**src/rtl/mptd_pkg.sv**
```systemverilog
// ----------------------------------------------------------------------------
// Multi-pin trigger debouncer package
// Widths, register indexes and lane control type shared by the debouncer.
// ----------------------------------------------------------------------------
package mptd_pkg;

  // Pins carried by one transaction and by the configuration masks
  localparam int unsigned FIELD_PIN_COUNT = 8;
  // Hold count fields packed into each 64-bit hold register
  localparam int unsigned HOLD_FIELD_W    = 16;
  localparam int unsigned PINS_PER_REG    = 4;
  localparam int unsigned CFG_DATA_W      = 64;
  localparam int unsigned CFG_INDEX_W     = 2;

  // Default parameter values
  localparam int unsigned DEF_PIN_COUNT   = 8;
  localparam int unsigned DEF_COUNT_WIDTH = 16;

  // Configuration register indexes
  localparam logic [CFG_INDEX_W-1:0] REG_PIN_ENABLE   = 2'd0;
  localparam logic [CFG_INDEX_W-1:0] REG_TRIGGER      = 2'd1;
  localparam logic [CFG_INDEX_W-1:0] REG_HOLD_LOW     = 2'd2;
  localparam logic [CFG_INDEX_W-1:0] REG_HOLD_HIGH    = 2'd3;

  // Per-pin control handed to a lane on each tick
  typedef struct packed {
    logic enable;
    logic level;
    logic trigger;
  } lane_ctrl_t;

endpackage

```
**src/rtl/mptd_lane.sv**
```systemverilog
// ----------------------------------------------------------------------------
// Debouncer lane
// Hold counter, elapsed latch and reported bit for one pin.
// ----------------------------------------------------------------------------
module mptd_lane #(
  parameter int unsigned COUNT_WIDTH = mptd_pkg::DEF_COUNT_WIDTH
) (
  input  logic                   clk,
  input  logic                   rst,
  input  logic                   step,
  input  mptd_pkg::lane_ctrl_t   ctrl,
  input  logic [COUNT_WIDTH-1:0] hold_count,
  output logic                   state_next
);

  logic [COUNT_WIDTH-1:0] counter;
  logic [COUNT_WIDTH-1:0] counter_next;
  logic                   elapsed;
  logic                   elapsed_next;
  logic                   reported;
  logic                   reported_next;

  // Work out this pin's next state for one poll tick
  always_comb begin
    counter_next  = counter;
    elapsed_next  = elapsed;
    reported_next = reported;
    if (!ctrl.enable) begin
      counter_next = '0;
      elapsed_next = 1'b0;
    end else if (ctrl.level != ctrl.trigger) begin
      reported_next = ctrl.level;
      counter_next  = '0;
      elapsed_next  = 1'b0;
    end else if (!elapsed) begin
      if (counter >= hold_count) begin
        reported_next = ctrl.level;
        elapsed_next  = 1'b1;
      end else begin
        counter_next = counter + 1'b1;
      end
    end
  end

  assign state_next = reported_next;

  // Advance on each accepted tick
  always_ff @(posedge clk) begin
    if (rst) begin
      counter  <= '0;
      elapsed  <= 1'b0;
      reported <= 1'b0;
    end else if (step) begin
      counter  <= counter_next;
      elapsed  <= elapsed_next;
      reported <= reported_next;
    end
  end

endmodule

```
**src/rtl/mptd_merge.sv**
```systemverilog
// ----------------------------------------------------------------------------
// Debouncer merge stage
// Gathers lane states into one result and holds it for the output handshake.
// ----------------------------------------------------------------------------
module mptd_merge #(
  parameter int unsigned LANE_COUNT = mptd_pkg::DEF_PIN_COUNT
) (
  input  logic                                 clk,
  input  logic                                 rst,
  input  logic                                 load,
  input  logic [LANE_COUNT-1:0]                lane_states,
  output logic                                 slot_free,
  output logic                                 out_valid,
  input  logic                                 out_ready,
  output logic [mptd_pkg::FIELD_PIN_COUNT-1:0] debounced_states
);

  localparam int unsigned OUT_W = mptd_pkg::FIELD_PIN_COUNT;

  logic [OUT_W-1:0] merged;

  // Place lane bits at their pin positions, absent pins read zero
  assign merged = OUT_W'(lane_states);

  // Slot opens when empty or drained in this cycle
  assign slot_free = !out_valid || out_ready;

  // Hold the result until the consumer takes it
  always_ff @(posedge clk) begin
    if (rst) begin
      out_valid <= 1'b0;
    end else if (load) begin
      out_valid <= 1'b1;
    end else if (out_ready) begin
      out_valid <= 1'b0;
    end
  end

  always_ff @(posedge clk) begin
    if (load) begin
      debounced_states <= merged;
    end
  end

endmodule

```
**src/rtl/multi_pin_trigger_debouncer.sv**
```systemverilog
// ----------------------------------------------------------------------------
// Multi-pin trigger debouncer
// Counter based debouncer with one lane per pin and a registered result.
//
//   Channel  Signals                          Width  Direction
//   in       in_valid / in_ready, pin_levels  8      consumer
//   out      out_valid / out_ready,
//            debounced_states                 8      producer
//   cfg      cfg_write, cfg_index, cfg_data   2/64   write only
//
// One poll tick per cycle while in_ready is high; its result is valid in the cycle after acceptance.
// All lanes update together in the accepting cycle; the merge stage
// registers the gathered bits.
// A new tick is taken while the held result is being drained.
// in_ready drops only while a result waits and out_ready is low.
// rst clears counters, latches, reported bits, config and out_valid, but not debounced_states.
// ----------------------------------------------------------------------------
module multi_pin_trigger_debouncer #(
  parameter int unsigned PIN_COUNT   = mptd_pkg::DEF_PIN_COUNT,
  parameter int unsigned COUNT_WIDTH = mptd_pkg::DEF_COUNT_WIDTH
) (
  input  logic                                 clk,
  input  logic                                 rst,
  input  logic                                 in_valid,
  output logic                                 in_ready,
  input  logic [mptd_pkg::FIELD_PIN_COUNT-1:0] pin_levels,
  output logic                                 out_valid,
  input  logic                                 out_ready,
  output logic [mptd_pkg::FIELD_PIN_COUNT-1:0] debounced_states,
  input  logic                                 cfg_write,
  input  logic [mptd_pkg::CFG_INDEX_W-1:0]     cfg_index,
  input  logic [mptd_pkg::CFG_DATA_W-1:0]      cfg_data
);

  // Pins past the mask width have no enable and never change
  localparam int unsigned LANE_COUNT =
    (PIN_COUNT < mptd_pkg::FIELD_PIN_COUNT) ? PIN_COUNT : mptd_pkg::FIELD_PIN_COUNT;
  localparam int unsigned FW = mptd_pkg::HOLD_FIELD_W;

  logic [mptd_pkg::FIELD_PIN_COUNT-1:0] pin_enable_mask;
  logic [mptd_pkg::FIELD_PIN_COUNT-1:0] trigger_level_mask;
  logic [mptd_pkg::CFG_DATA_W-1:0]      hold_counts_low_pins;
  logic [mptd_pkg::CFG_DATA_W-1:0]      hold_counts_high_pins;

  logic                  slot_free;
  logic                  step;
  logic [LANE_COUNT-1:0] lane_states;

  // Decode configuration writes
  always_ff @(posedge clk) begin
    if (rst) begin
      pin_enable_mask       <= '0;
      trigger_level_mask    <= '0;
      hold_counts_low_pins  <= '0;
      hold_counts_high_pins <= '0;
    end else if (cfg_write) begin
      unique case (cfg_index)
        mptd_pkg::REG_PIN_ENABLE: begin
          pin_enable_mask <= cfg_data[mptd_pkg::FIELD_PIN_COUNT-1:0];
        end
        mptd_pkg::REG_TRIGGER: begin
          trigger_level_mask <= cfg_data[mptd_pkg::FIELD_PIN_COUNT-1:0];
        end
        mptd_pkg::REG_HOLD_LOW: begin
          hold_counts_low_pins <= cfg_data;
        end
        mptd_pkg::REG_HOLD_HIGH: begin
          hold_counts_high_pins <= cfg_data;
        end
        default: begin
        end
      endcase
    end
  end

  // Accept a tick whenever the result slot can take its result
  assign in_ready = slot_free;
  assign step     = in_valid && in_ready;

  // One lane per pin
  for (genvar n = 0; n < LANE_COUNT; n++) begin : g_lane
    localparam int unsigned SLOT = n % mptd_pkg::PINS_PER_REG;

    logic [FW-1:0]          hold_field;
    logic [COUNT_WIDTH-1:0] hold_count;
    mptd_pkg::lane_ctrl_t   ctrl;

    if (n < mptd_pkg::PINS_PER_REG) begin : g_low
      assign hold_field = hold_counts_low_pins[SLOT*FW +: FW];
    end else begin : g_high
      assign hold_field = hold_counts_high_pins[SLOT*FW +: FW];
    end

    // Fit the 16-bit field to the counter width
    if (COUNT_WIDTH <= FW) begin : g_trunc
      assign hold_count = hold_field[COUNT_WIDTH-1:0];
    end else begin : g_ext
      assign hold_count = COUNT_WIDTH'(hold_field);
    end

    assign ctrl.enable  = pin_enable_mask[n];
    assign ctrl.level   = pin_levels[n];
    assign ctrl.trigger = trigger_level_mask[n];

    mptd_lane #(
      .COUNT_WIDTH (COUNT_WIDTH)
    ) u_lane (
      .clk        (clk),
      .rst        (rst),
      .step       (step),
      .ctrl       (ctrl),
      .hold_count (hold_count),
      .state_next (lane_states[n])
    );
  end

  // Gather lane states into the output register
  mptd_merge #(
    .LANE_COUNT (LANE_COUNT)
  ) u_merge (
    .clk              (clk),
    .rst              (rst),
    .load             (step),
    .lane_states      (lane_states),
    .slot_free        (slot_free),
    .out_valid        (out_valid),
    .out_ready        (out_ready),
    .debounced_states (debounced_states)
  );

endmodule

```
**config.mk**
```make
export PLATFORM = sky130hd
export DESIGN_NAME = multi_pin_trigger_debouncer
export DESIGN_NICKNAME = d
export VERILOG_FILES = /design/src/rtl/mptd_pkg.sv /design/src/rtl/mptd_lane.sv /design/src/rtl/mptd_merge.sv /design/src/rtl/multi_pin_trigger_debouncer.sv
export SDC_FILE = /design/constraint.sdc
export NUM_CORES = 1
export LEC_CHECK = 0
export ABC_CLOCK_PERIOD_IN_PS = 5000
export BUFFER_PORTS_ARGS = -buffer_cell sky130_fd_sc_hd__buf_2
export CAP_MARGIN = 20
export CORE_ASPECT_RATIO = 0.9
export CORE_MARGIN = 5
export CORE_UTILIZATION = 59
export DETAILED_ROUTE_END_ITERATION = 10
export PLACE_DENSITY = 0.77
export SLEW_MARGIN = 5
export SYNTH_ARGS = -nofsm -noshare
export SYNTH_HDL_FRONTEND = slang
export SYNTH_HIERARCHICAL = 1
export SYNTH_SLANG_ARGS = --single-unit
```
**constraint.sdc**
```tcl
create_clock -name clk -period 5 [get_ports clk]
set_clock_uncertainty 0.2 [all_clocks]
set_input_delay 0.75 -clock clk [delete_from_list [all_inputs] [get_ports clk]]
set_output_delay 0.75 -clock clk [all_outputs]
set_load 0.1 [all_outputs]
```
==> results.toml <==
[die]
core.rowCount = 60
start_util_pct = 59.4
io_pins = 89
core-area_mm2 = 0.0297
die_area_mm2 = 0.0335
dieWidth_um = 192
die_y_um = 174

[layout]
n_antenna_cell = 0
final_layout_size_suffix_gt1_share_pct = 9.31
area_growth_pct = 10.7
fin_nets = 2254

[timing]
finalHoldViolCount = 0
finalHoldWorstSlack_ps = 272
period_share_pct = 65.6
finalCriticalPeriod_ps = 3280
setup_violations = 0
fin_setup_tns_ps = 0
relSlewSlack_pct = 34.7
tightest_slew_ps = 979
grt_setup_unrepaired = "false"
fmax_mhz = 305
slew_viol_final = 0

[clock_tree]
ctsHtreeMaxLevel = 2
cts_resized = 0
insertion_delay_ps = 500
clk_pin_slew_worst_paths_ps = 60
clockBufferDepth = 3
ctsHoldBuffers = 0
cts_tree = "built"
cts_setup_buffers = 0
cts_buffers = 35
root_buffer = "clkbuf_16"
clock_sinks = 297

[global_routing]
grt_pass1_wl_mm = 68.2
grt_max_degree = 128
grt_pass1_vias = 14200
grtUsageTotal_pct = 23.8
overflow = 0
antenna_found_initial = 1

[setup_path]
reg2reg_depth = 8
crit_path_end_kind = "flop"
timing.rr.start = "g_lane[0].u_lane/counter[9]"
timing.rr.end = "g_lane[0].u_lane/counter[15]"
critPathKind = "reg2reg"
critPathRequiredTime_ps = 5240
cp.arrival_ps = 3520
crit_slowest_cell = "nor4_1"
crit_chain = "ha_1 > a21oi_1 > nor3_1 > nor4_1 > o2111ai_2 > buf_8 > a2111o_1 > nand2_1"
ff2ff_setup_slack_ps = 1720
crit_path_max_incr_delay_ps = 690
cp_max_fo = 19
worstSetupStartpointType = "flop"

[synth]
synth_warnings = 6
syn_avg_cell_area_um2 = 8.82
ys.flop_type = "dfxtp_1"
syn_inst = 2002
synth_edf_count = 8
yosysUniqueCellTypes = 41
synth_nets = 2217
async_flop_share_pct = 0
syn-cell-area_mm2 = 0.0177
synth_seq_cells = 297
yosysSeqAreaShare_pct = 34.1

[power_and_ir_drop]
power_density_mw_per_mm2 = 291
p_leak_nw = 7.98
ir_worst_vdd_uv = 244

[place]
place_hpwl_mm = 28.6
port-buffer-count = 88
globalplace.congestion = 0.847

[routing]
num_vias = 14600
ant_nets = 0
post_drt_wl_per_cell_um = 16.5
drc = 0
viasPerCell = 5.92
firstDrtPassIters = 5
wirelength_mm = 40.7
drtIter0Drc = 1031

[min_path]
whs_path_depth = 2
min_path_type = "reg2reg"
min-delay-start = "hold_counts_low_pins[13]"
hold_path_end = "hold_counts_low_pins[13]"

[job]
maxCapViolCount = 0

[status]
status = "completed"
## critical path, delay by kind of cell (launching register included)
family	cells	cell delay (ps)
AO/OA/AOI/OAI	3	1130
AND/OR/NAND/NOR	3	840
flip-flops	1	440
buffers and inverters	1	300
adder cells (fa/ha/maj)	1	290
## power breakdown
part	internal [mW]	switching, mW	total (mW)
logic	0.235	0.416	0.651
clock network	1.58	0.989	2.57
registers	2.43	0.0399	2.47
## metrics by stage
step	worst slack (ps)	std cells	util [%]	power (mW)	cell area, µm²
floorplan	1550	2002	-	2.98	17700
global placement	1520	2397	61.5	3.12	18300
detailed placement	1440	2397	61.5	3.14	18300
CTS	1650	2458	65.4	5.72	19400
global route	1640	2466	65.8	5.92	19600
finish	1720	2466	65.8	5.69	19600
## layout by cell type (no fill, tap or decap), types with 9 or more instances in the layout
cell type	synthesis	final
dfxtp_1	289	289
nand2b_1	232	232
nand2_1	200	200
inv_1	161	161
mux2i_1	160	160
ha_1	136	136
nand3_1	89	88
buf_2	38	87
nor2_1	80	80
o2111ai_1	80	72
a21oi_1	72	72
a2111o_1	72	72
and3_1	56	56
clkbuf_16	0	37
o21ai_0	32	32
nand3b_1	26	26
nor3_1	24	24
o21a_1	24	24
nand4_1	16	16
a211oi_1	16	16
nor4_1	16	16
xnor2_1	16	16
nand2b_4	9	9
## worst max path at each step
stage	startpoint	endpoint	slack [ps]	depth (start not counted)
global placement	out_ready	g_lane[7].u_lane/counter[9]	1520	8
floorplan	u_merge/out_valid	g_lane[0].u_lane/counter[15]	1550	6
detailed placement	out_ready	g_lane[1].u_lane/counter[2]	1440	8
global route	g_lane[0].u_lane/counter[9]	g_lane[0].u_lane/counter[4]	1640	8
finish	g_lane[0].u_lane/counter[9]	g_lane[0].u_lane/counter[15]	1720	8
CTS	g_lane[0].u_lane/counter[9]	g_lane[0].u_lane/counter[15]	1650	7
## cell type report
type / instances / area (µm²)
multi-input cells: 1441 / 10700
flip-flops and latches: 297 / 6030
fillers: 2445 / 10200
repair buffers: 103 / 616
clock inverters: 11 / 135
inverters: 161 / 604
clock buffers: 50 / 1020
well taps: 403 / 504
## logic make-up (layout without fill, tap and decap cells)
| group | count (synthesis) | in the layout | share of synthesized area [%] |
|---|---|---|---|
| compound gates | 377 | 377 | 18.0 |
| xor+xnor | 16 | 16 | 0.793 |
| fa+ha+maj | 136 | 136 | 9.63 |
| buf+inv | 264 | 325 | 5.97 |
| flops | 297 | 297 | 34.1 |
| mux | 160 | 160 | 9.07 |
| simple gates | 752 | 752 | 22.5 |
## registers in the layout (all words and copies together), names as in the netlist, 8 cells and up
register / count
trigger_level_mask: 8
pin_enable_mask: 8
g_lane.u_lane/reported: 8
u_merge/debounced_states: 8
g_lane.u_lane/elapsed: 8
hold_counts_low_pins: 64
hold_counts_high_pins: 64
g_lane.u_lane/counter: 128
## cell usage after synthesis (9+ instances only)
cell       instances  area, µm²
dfxtp_1          289       5790
nand2b_1         232       1450
nand2_1          200        751
inv_1            161        604
mux2i_1          160       1600
ha_1             136       1700
nand3_1           89        445
nor2_1            80        300
o2111ai_1         80        701
a2111o_1          72        811
a21oi_1           72        360
clkbuf_1          61        229
and3_1            56        350
buf_2             38        190
o21ai_0           32        160
nand3b_1          26        195
nor3_1            24        120
o21a_1            24        180
a211oi_1          16        120
nand4_1           16        100
nor4_1            16        100
xnor2_1           16        140
nand2b_4           9        124
## per-layer routing
layer,part of all wire [%],global-route usage (%)
met2,47,39.7
met4,2.3,6.57
met1,47,32.6
met3,4.0,3.09
met5,0.030,0
Power figures use the tool's default switching activity.
